File: src/design/fdnp_pkg.sv
`default_nettype none
package fdnp_pkg;

  localparam int ARG_BITS   = 32;
  localparam int IN_ARG_BITS = 32;
  localparam int EXT_BITS   = (ARG_BITS > IN_ARG_BITS) ? ARG_BITS : IN_ARG_BITS;
  localparam int HEX_DIGITS = (ARG_BITS + 3) / 4;
  localparam int DEC_DIGITS = (ARG_BITS * 301) / 1000 + 1;
  localparam int DIG_BITS   = DEC_DIGITS * 4;
  localparam int HEX_SHIFT  = DIG_BITS - HEX_DIGITS * 4;
  localparam int CNT_BITS   = $clog2(ARG_BITS + 1);

  localparam int IN_TDATA_BITS  = ((8 + IN_ARG_BITS) + 7) / 8 * 8;
  localparam int OUT_TDATA_BITS = 8;

  localparam logic [7:0] CH_PCT   = 8'h25;
  localparam logic [7:0] CH_D     = 8'h64;
  localparam logic [7:0] CH_X     = 8'h78;
  localparam logic [7:0] CH_C     = 8'h63;
  localparam logic [7:0] CH_MINUS = 8'h2d;
  localparam logic [7:0] CH_ZERO  = 8'h30;
  localparam logic [7:0] CH_UPPER_A = 8'h41;

  typedef enum logic [2:0] {
    ST_IDLE,
    ST_ONE,
    ST_SIGN,
    ST_CONV,
    ST_PRE0,
    ST_PREX,
    ST_DIGIT
  } state_t;

  typedef struct packed {
    logic ld_dec;
    logic ld_hex;
    logic conv;
    logic shift;
  } dig_ctl_t;

  function automatic logic [7:0] nib_to_char(input logic [3:0] nib);
    logic [7:0] c;
    if (nib > 4'd9) begin
      c = CH_UPPER_A + {4'd0, nib} - 8'd10;
    end else begin
      c = CH_ZERO + {4'd0, nib};
    end
    return c;
  endfunction

  function automatic logic [DIG_BITS-1:0] dabble(input logic [DIG_BITS-1:0] d);
    logic [DIG_BITS-1:0] r;
    r = d;
    for (int i = 0; i < DEC_DIGITS; i++) begin
      if (d[4*i +: 4] >= 4'd5) begin
        r[4*i +: 4] = d[4*i +: 4] + 4'd3;
      end
    end
    return r;
  endfunction

endpackage
`default_nettype wire

File: src/design/format_directive_number_printer_top.sv
`default_nettype none
// channel  | ports                        | item
// in       | in_tvalid/in_tready/in_tdata | fmt_char [7:0], arg_value [39:8]
// out      | out_tvalid/out_tready/       | out_char [7:0], last_of_run on out_tlast
//          | out_tdata/out_tlast          |
// one item in at a time; a literal or 'c' emits one character, '%' emits none
// 'x': emits '0', 'x', then HEX_DIGITS hex digits with leading zeros dropped
// 'd': optional '-', ARG_BITS bit-serial bcd steps, then DEC_DIGITS scan/emit steps
// the bit-serial bcd converter in fdnp_digits produces the decimal digits
// reset: synchronous, active low; clears the directive flag and the sequencer
// a stalled out channel holds its item; the sequencer waits on the output register
module format_directive_number_printer_top (
  input  wire logic                                clk,
  input  wire logic                                rst_n,
  input  wire logic                                in_tvalid,
  output logic                                     in_tready,
  input  wire logic [fdnp_pkg::IN_TDATA_BITS-1:0]  in_tdata,   // fmt_char, arg_value
  output logic                                     out_tvalid,
  input  wire logic                                out_tready,
  output logic [fdnp_pkg::OUT_TDATA_BITS-1:0]      out_tdata,  // out_char
  output logic                                     out_tlast
);
  import fdnp_pkg::*;

  state_t               state_r, state_nxt;
  logic                 after_pct_r, after_pct_nxt;
  logic [CNT_BITS-1:0]  cnt_r, cnt_nxt;
  logic                 lead_r, lead_nxt;
  logic [7:0]           one_r, one_nxt;
  logic                 out_valid_r;
  logic [7:0]           out_char_r;
  logic                 out_last_r;

  logic [7:0]                 in_char;
  logic signed [IN_ARG_BITS-1:0] in_arg;
  logic signed [EXT_BITS-1:0] arg_ext;
  logic [ARG_BITS-1:0]        arg_val;
  logic                       can_emit;
  logic                       emit;
  logic [7:0]                 emit_char;
  logic                       emit_last;
  dig_ctl_t                   ctl;
  logic [3:0]                 top_nib;

  assign in_char  = in_tdata[7:0];
  assign in_arg   = in_tdata[8 +: IN_ARG_BITS];
  assign arg_ext  = EXT_BITS'(in_arg);
  assign arg_val  = arg_ext[ARG_BITS-1:0];
  assign can_emit = !out_valid_r || out_tready;
  assign in_tready = (state_r == ST_IDLE);

  fdnp_digits u_digits (
    .clk     (clk),
    .ctl     (ctl),
    .val     (arg_val),
    .top_nib (top_nib)
  );

  always_ff @(posedge clk) begin
    if (!rst_n) begin
      state_r     <= ST_IDLE;
      after_pct_r <= 1'b0;
      cnt_r       <= '0;
      lead_r      <= 1'b0;
    end else begin
      state_r     <= state_nxt;
      after_pct_r <= after_pct_nxt;
      cnt_r       <= cnt_nxt;
      lead_r      <= lead_nxt;
    end
  end

  always_ff @(posedge clk) begin
    one_r <= one_nxt;
  end

  always_comb begin
    state_nxt     = state_r;
    after_pct_nxt = after_pct_r;
    cnt_nxt       = cnt_r;
    lead_nxt      = lead_r;
    one_nxt       = one_r;
    ctl           = '0;
    emit          = 1'b0;
    emit_char     = '0;
    emit_last     = 1'b0;
    unique case (state_r)
      ST_IDLE: begin
        if (in_tvalid) begin
          if (!after_pct_r) begin
            if (in_char == CH_PCT) begin
              after_pct_nxt = 1'b1;
            end else begin
              one_nxt   = in_char;
              state_nxt = ST_ONE;
            end
          end else begin
            after_pct_nxt = 1'b0;
            priority if (in_char == CH_D) begin
              ctl.ld_dec = 1'b1;
              cnt_nxt    = CNT_BITS'(ARG_BITS);
              state_nxt  = arg_val[ARG_BITS-1] ? ST_SIGN : ST_CONV;
            end else if (in_char == CH_X) begin
              ctl.ld_hex = 1'b1;
              cnt_nxt    = CNT_BITS'(HEX_DIGITS);
              state_nxt  = ST_PRE0;
            end else if (in_char == CH_C) begin
              one_nxt   = arg_val[7:0];
              state_nxt = ST_ONE;
            end else begin
              state_nxt = ST_IDLE;
            end
          end
        end
      end
      ST_ONE: begin
        if (can_emit) begin
          emit      = 1'b1;
          emit_char = one_r;
          emit_last = 1'b1;
          state_nxt = ST_IDLE;
        end
      end
      ST_SIGN: begin
        if (can_emit) begin
          emit      = 1'b1;
          emit_char = CH_MINUS;
          state_nxt = ST_CONV;
        end
      end
      ST_CONV: begin
        ctl.conv = 1'b1;
        cnt_nxt  = cnt_r - 1'b1;
        if (cnt_r == CNT_BITS'(1)) begin
          cnt_nxt   = CNT_BITS'(DEC_DIGITS);
          lead_nxt  = 1'b1;
          state_nxt = ST_DIGIT;
        end
      end
      ST_PRE0: begin
        if (can_emit) begin
          emit      = 1'b1;
          emit_char = CH_ZERO;
          state_nxt = ST_PREX;
        end
      end
      ST_PREX: begin
        if (can_emit) begin
          emit      = 1'b1;
          emit_char = CH_X;
          lead_nxt  = 1'b1;
          state_nxt = ST_DIGIT;
        end
      end
      ST_DIGIT: begin
        if (lead_r && (top_nib == 4'd0) && (cnt_r != CNT_BITS'(1))) begin
          // leading zero digit, dropped
          ctl.shift = 1'b1;
          cnt_nxt   = cnt_r - 1'b1;
        end else if (can_emit) begin
          emit      = 1'b1;
          emit_char = nib_to_char(top_nib);
          emit_last = (cnt_r == CNT_BITS'(1));
          lead_nxt  = 1'b0;
          ctl.shift = 1'b1;
          cnt_nxt   = cnt_r - 1'b1;
          if (cnt_r == CNT_BITS'(1)) begin
            state_nxt = ST_IDLE;
          end
        end
      end
      default: begin
        state_nxt = ST_IDLE;
      end
    endcase
  end

  always_ff @(posedge clk) begin
    if (!rst_n) begin
      out_valid_r <= 1'b0;
    end else if (emit) begin
      out_valid_r <= 1'b1;
    end else if (out_tready) begin
      out_valid_r <= 1'b0;
    end
  end

  always_ff @(posedge clk) begin
    if (emit) begin
      out_char_r <= emit_char;
      out_last_r <= emit_last;
    end
  end

  assign out_tvalid = out_valid_r;
  assign out_tdata  = out_char_r;
  assign out_tlast  = out_last_r;

endmodule
`default_nettype wire

File: src/design/fdnp_digits.sv
`default_nettype none
module fdnp_digits (
  input  wire logic                          clk,
  input  wire fdnp_pkg::dig_ctl_t            ctl,
  input  wire logic [fdnp_pkg::ARG_BITS-1:0] val,
  output logic [3:0]                         top_nib
);
  import fdnp_pkg::*;

  logic [ARG_BITS-1:0] mag_r;
  logic [DIG_BITS-1:0] dig_r;
  logic [ARG_BITS-1:0] abs_val;
  logic [DIG_BITS-1:0] dab;

  assign abs_val = val[ARG_BITS-1] ? (~val + 1'b1) : val;
  assign dab     = dabble(dig_r);
  assign top_nib = dig_r[DIG_BITS-1 -: 4];

  // bit-serial binary to bcd or a direct hex load, then nibble shift-out from the top
  always_ff @(posedge clk) begin
    if (ctl.ld_dec) begin
      mag_r <= abs_val;
      dig_r <= '0;
    end else if (ctl.ld_hex) begin
      dig_r <= DIG_BITS'(val) << HEX_SHIFT;
    end else if (ctl.conv) begin
      dig_r <= {dab[DIG_BITS-2:0], mag_r[ARG_BITS-1]};
      mag_r <= mag_r << 1;
    end else if (ctl.shift) begin
      dig_r <= dig_r << 4;
    end
  end

endmodule
`default_nettype wire

File: config.mk
export PLATFORM = sky130hd
export DESIGN_NAME = format_directive_number_printer_top
export DESIGN_NICKNAME = d
export VERILOG_FILES = /design/src/design/fdnp_pkg.sv /design/src/design/format_directive_number_printer_top.sv /design/src/design/fdnp_digits.sv
export SDC_FILE = /design/constraint.sdc
export NUM_CORES = 1
export LEC_CHECK = 0
export BUFFER_PORTS_ARGS = -buffer_cell sky130_fd_sc_hd__clkbuf_2
export CORE_ASPECT_RATIO = 0.5
export CORE_UTILIZATION = 60
export CTS_CLUSTER_SIZE = 8
export DETAILED_ROUTE_END_ITERATION = 12
export GPL_ROUTABILITY_DRIVEN = 0
export PLACE_DENSITY = 0.87
export SETUP_SLACK_MARGIN = 0.5
export SLEW_MARGIN = 5
export SYNTH_ARGS = -nofsm -noshare
export SYNTH_HDL_FRONTEND = slang
export SYNTH_SLANG_ARGS = --single-unit
File: constraint.sdc
create_clock -name clk -period 3.5 [get_ports clk]
set_input_delay 0.175 -clock clk [delete_from_list [all_inputs] [get_ports clk]]
set_output_delay 0.175 -clock clk [all_outputs]
set_load 0.01 [all_outputs]
=== After elaboration in Yosys (flattened, before gate mapping) ===
Cells that the tools add are included.

* Add/subtract/negate cells: 15
* Equal/unequal tests: 30
* Reductions and logical operators: 20
* Muxes and demuxes: 78
* Bitwise operators: 1
* $lt $le $gt $ge: 11

{| class="wikitable"
|+ Operator list
! kind !! count
|-
| 32-bit 2-to-1 mux || 4
|-
| 40-bit 2-to-1 mux || 3
|-
| 8-bit 2-to-1 mux || 9
|-
| 6-bit 2-to-1 mux || 9
|-
| 3-bit 2-to-1 mux || 14
|-
| 4-bit by 3-bit greater-or-equal comparator with 1-bit output, second input constant || 10
|-
| 8-bit case mux with 5 select lines || 1
|-
| 4-bit by 2-bit adder with 4-bit output, second input constant || 9
|-
| 4-bit 2-to-1 mux || 9
|-
| 32-bit by 1-bit adder with 32-bit output, second input constant || 1
|-
| 32-bit inverter || 1
|-
| 8-bit by 7-bit == test with 1-bit output, second input constant || 3
|-
| 2-bit != test, second input constant || 12
|-
| 3-bit case mux with 7 select lines || 1
|-
| 1-bit 2-to-1 mux || 20
|-
| 6-bit case mux with 3 select lines || 1
|-
| 10-bit AND reduction || 1
|-
| 5-bit AND reduction || 2
|-
| 3-bit == test, second input constant || 3
|-
| 3-bit nonzero test || 3
|-
| 7-bit by 4-bit adder with 8-bit output, first input constant || 1
|-
| 8-bit by 6-bit == test with 1-bit output, second input constant || 1
|-
| 8-bit by 4-bit subtractor with 8-bit output, second input constant || 1
|-
| 6-bit by 4-bit adder with 7-bit output, first input constant || 1
|-
| 24 further kinds || 35
|}

* Word-level logic and storage cells: 166
* Output and inout port bits: 11
* Register bits: 101

=== Longest topological paths before layout ===
* Word-level depth: 8
* Mapped depth: 9

=== Cells and area by module ===
From an unflattened synthesis, not the netlist that was laid out.

* Cell total of the unflattened synthesis: 786
* Area total of the unflattened synthesis: 6752.7 µm²

{| class="wikitable"
|+ Modules (own cells, without submodules)
! module !! instances !! area an instance (µm²) !! cells each
|-
| fdnp_digits || 1 || 4888.4 || 583
|-
| format_directive_number_printer_top || 1 || 1864.3 || 203
|}

=== Least setup slack after synthesis ===
Ideal clock, no wire load.

* Kind: register to register
* From: register state_r[1]
* To: register u_digits.mag_r[0], enable pin
* Arrival time: 2447 ps
* Period minus slack after synthesis: 2837 ps
* Stages on the path, launching flop included: 8
* Setup slack: 663 ps
* Path through: dfxtp_1 -> buf_2 -> or2_2 -> clkbuf_1 -> or4_1 -> buf_2 -> clkbuf_1 -> nand2_1

* Longest elaborated chain between the ends: 4

{| class="wikitable"
|+ Ends and longest elaborated chain
! element !! RTL line !! source
|-
| start, declared || format_directive_number_printer_top.sv:25 || <nowiki>state_t state_r, state_nxt;</nowiki>
|-
| start signal, assigned || format_directive_number_printer_top.sv:66 || <nowiki>state_r <= state_nxt;</nowiki>
|-
| 3-bit zero test / 3-bit by 2-bit == test with 1-bit output (equally long branches) || format_directive_number_printer_top.sv:87 || <nowiki>unique case (state_r)</nowiki>
|-
| 2-bit 2-to-1 mux / 1-bit 2-to-1 mux (equally long branches) || format_directive_number_printer_top.sv:87 ||
|-
| 2-bit by 1-bit != test with 1-bit output (no source line) / 2-bit nonzero test (equally long branches) || n/a ||
|-
| 2-bit AND reduction (no source line) * || n/a ||
|-
| end signal, assigned || fdnp_digits.sv:22 || <nowiki>mag_r <= abs_val;</nowiki>
|-
| end signal, assigned || fdnp_digits.sv:28 || <nowiki>mag_r <= mag_r << 1;</nowiki>
|-
| end, declared || fdnp_digits.sv:10 || <nowiki>logic [ARG_BITS-1:0] mag_r;</nowiki>
|}

Every way passes the cells marked *; elsewhere a longest branch is shown, timed or not.
A chain may end at the register's enable or synchronous reset.

=== Worst setup path in the final report ===
* From: register u_digits.dig_r[36]
* To: register u_digits.dig_r[7]

* Longest elaborated chain between the ends: 6

{| class="wikitable"
|+ Ends and longest elaborated chain
! element !! RTL line !! source
|-
| start, declared || fdnp_digits.sv:11 || <nowiki>logic [DIG_BITS-1:0] dig_r;</nowiki>
|-
| start signal, assigned || fdnp_digits.sv:25 || <nowiki>dig_r <= DIG_BITS'(val) << HEX_SHIFT;</nowiki>
|-
| start signal, assigned || fdnp_digits.sv:27 || <nowiki>dig_r <= {dab[DIG_BITS-2:0], mag_r[ARG_BITS-1]};</nowiki>
|-
| start signal, assigned || fdnp_digits.sv:30 || <nowiki>dig_r <= dig_r << 4;</nowiki>
|-
| 4-bit zero test || format_directive_number_printer_top.sv:156 || <nowiki>if (lead_r && (top_nib == 4'd0) && (cnt_r != CNT_BITS'(1))) begin</nowiki>
|-
| 1-bit logical AND (2 in series) || format_directive_number_printer_top.sv:156 ||
|-
| 1-bit 2-to-1 mux || format_directive_number_printer_top.sv:156 ||
|-
| 1-bit 2-to-1 mux || format_directive_number_printer_top.sv:87 ||
|-
| 2-bit nonzero test (no source line) || n/a ||
|}

No other way between the ends.

==> results_dict.tcl <==
set metrics [dict create \
    status "finished clean" \
    grt_setup_unrepaired "no" \
    critPathRequiredTime_ns 3.79 \
    synth_flop_cell "dfxtp_1" \
    synth-async-reset-ratio_pct 0 \
    cts_buffers 9 \
    diodes 0 \
    r2r_slack_ns 0.92 \
    numPortBuffers 54 \
    clk_latency_ns 0.35 \
    drt_iter0_drc 607 \
    grt_pass1_vias 5718 \
    wire_per_inst_um 18.9 \
    cts_hold_buf 0 \
    post_cts_buffers 0 \
    nets 842 \
    reg2reg_from "u_digits.dig_r[36]" \
    relSlewSlack_pct 50.8 \
    crit_type "reg2reg" \
    ios 55 \
    whs_endpoint "u_digits.dig_r[24]" \
    cp_max_fo 16 \
    synth_top_family_by_area "compound AO/OA/AOI/OAI gates" \
    final_cells 920 \
    hold_start "in_tdata[24]" \
    pwr_density_cell_nw_per_um2 392 \
    reg2reg_to "u_digits.dig_r[7]" \
    dpl.hpwl_um 11900 \
    cts_resized 0 \
    design_area_sq_um 7280 \
    arrival_ns 2.86 \
    ys_warn_count 0 \
    grt_max_degree 45 \
    cp_cell_sequence "inv_1 -> ha_1 -> nand4bb_1 -> a221oi_2 -> buf_4 -> nor2_1 -> buf_4 -> o21ai_0 -> a21oi_1" \
    synth_xor_area_share_pct 5.43 \
    regArea_sq_um 2510 \
    synth.distinct_cells 74 \
    final_cell_mix "71 x nand2_1, 62 x o21ai_0, 56 x nor2_1" \
    yosys.area_share.simple_pct 18.6 \
    wl_um 17400 \
    setup_viol 0 \
    ctsLongestPathBuffers 2 \
    grt_pass1_wl_um 28600 \
    critPathMaxStageDelay_ns 0.54 \
    yosysTopAreaCell "edfxtp_1" \
    netlist_top_cells_area "edfxtp_1 22%, dfxtp_1 16%, o21ai_0 4.7%" \
    die_h_um 76.2 \
    tritoncts "yes" \
    synth-compound-area-share_pct 24.4 \
    grt_overflow_total 0 \
    start_util_pct 63.3 \
    ys_ff_latch 101 \
    yosysTopAreaCellShare_pct 22.2 \
    hold_slack_ns 0.110 \
    post_dp_cell_area_sq_um 6960 \
    skew_ns 0.00584 \
    cts_sinks 101 \
    max_freq_mhz 388 \
    cp_slowest_cell "nor2_1" \
    crit_path_frequent_cell "buf_4" \
    dp_cells 904 \
    die_w_um 150 \
    drc 0 \
    die_area_sq_um 11500 \
    multi_input_area_sq_um 3770 \
    cts_root_buffer "clkbuf_16" \
    peakVddDrop_mv 0.260 \
    gr-usage-all-layers_pct 31.5 \
    cap_viol_max_count 0 \
    synthAdderAreaFrac_pct 4.35 \
    synth_edf_count 49 \
    period_minus_slack_ns 2.58 \
    drtPass1Iterations 5 \
    via_count 6097 \
    hold_viol_final 0 \
    crit_buf_inv 3 \
    cp_top_family "simple AND/OR/NAND/NOR gates" \
    muxShareOfSynthArea_pct 3.95 \
    vias_per_cell 6.63 \
    num-fill-cells 787 \
    dp_slack_ns 0.724 \
    whs_path_depth 3 \
    layout-drive-gt1-share_pct 15.8 \
    fin_tns_setup_ns 0 \
    crit_path_end_kind "flip-flop" \
    core_sq_um 10400 \
    ant_nets 0 \
    cp-start-kind "flip-flop" \
    tightest_slew_ns 0.728 \
    leakage_nw 2.85 \
    maxSlewViolCount 0 \
    syn-instance-count 746 \
    worstRegToRegCells 9 \
    synth_nets 813 \
    synth-seq-area-share_pct 38.0 \
    syn2layout_area_growth_pct 10.1 \
    syn_avg_cell_area_sq_um 8.87 \
    cts_htree_levels 3 \
    synth_area_sq_um 6610 \
    final_common_cell "nand2_1" \
    setup_slack_ns 0.922 \
    rows 26 \
    post-route-period-util_pct 73.7 \
    hold_path_class "in2reg" \
    antenna_found_initial 0 \
    cp.depth 9 \
    clk_pin_slew_ns 0.07 \
]
-- layer usage --
layer / vias to the layer above / global-route usage (%) / wire, um
li1: 2847 / - / -
met1: 2873 / 43.2 / 7450
met2: 339 / 47.5 / 7730
met3: 38 / 9.34 / 1890
met4: 0 / 9.70 / 301
met5: - / 0 / 0
-- synthesized netlist by cell type, types with 8 or more instances --
cell	number
dfxtp_1	52
nor2_1	56
o41ai_2	9
a21oi_1	38
ha_1	23
inv_1	32
o21ai_0	62
mux2_2	9
edfxtp_1	49
nand2_1	71
or3_1	9
xor2_1	28
mux2i_1	16
a32oi_1	8
nand2b_1	13
o21ai_1	9
a31oi_1	14
o22ai_1	15
clkbuf_1	34
buf_2	8
o31ai_1	13
xnor2_1	13
nor3_1	12
nand3_1	21
-- stage by stage --
stage | total power, mW | utilization (%)
finish | 2.85 | 69.7
global route | 2.95 | 69.7
CTS | 2.85 | 69.7
detailed placement | 1.80 | 66.7
global placement | 1.77 | 66.7
floorplan | 1.65 | -
-- worst reg2reg max path, stage by stage, from the launching register on --
cell	delay [ns]
dfxtp_1	0.43
inv_1	0.11
ha_1	0.29
nand4bb_1	0.21
a221oi_2	0.09
buf_4	0.24
nor2_1	0.54
buf_4	0.34
o21ai_0	0.11
a21oi_1	0.15
-- power breakdown --
group | switching [mW] | internal, mW
clock network | 0.447 | 0.622
registers | 0.0701 | 1.29
logic | 0.237 | 0.188
-- how the worst max path moves through the flow --
| stage | end | from |
|---|---|---|
| 3_3_place_gp | u_digits.mag_r[19] | state_r[2] |
| 2_1_floorplan | u_digits.mag_r[0] | state_r[1] |
| 3_5_place_dp | u_digits.mag_r[6] | state_r[2] |
| 5_1_grt | u_digits.dig_r[7] | u_digits.dig_r[36] |
| 4_1_cts | u_digits.mag_r[10] | state_r[2] |
| 6_report | u_digits.dig_r[7] | u_digits.dig_r[36] |
-- registers in the layout, indices dropped and copies added (netlist names) --
| register | cells |
|---|---|
| out_tlast | 1 |
| after_pct_r | 1 |
| lead_r | 1 |
| out_tdata | 8 |
| cnt_r | 6 |
| state_r | 3 |
| one_r | 8 |
| out_tvalid | 1 |
| u_digits.mag_r | 32 |
| u_digits.dig_r | 40 |
-- cells by family (layout without fill, tap and decap cells) --
family / Yosys count / count (layout)
xor+xnor: 41 / 41
flops: 101 / 101
mux: 25 / 25
simple gates: 238 / 238
fa+ha+maj: 23 / 23
compound gates: 234 / 234
buf+inv: 84 / 118
-- area by class of cell --
| cell class | count | area share, % |
|---|---|---|
| clock buffer | 9 | 3.09 |
| multi-input combinational | 561 | 51.7 |
| clock inverter | 7 | 1.24 |
| sequential | 101 | 34.5 |
| timing repair buffer | 70 | 5.36 |
| inverter | 32 | 1.65 |
| tap | 140 | 2.41 |
(Power assumes the default switching activity.)
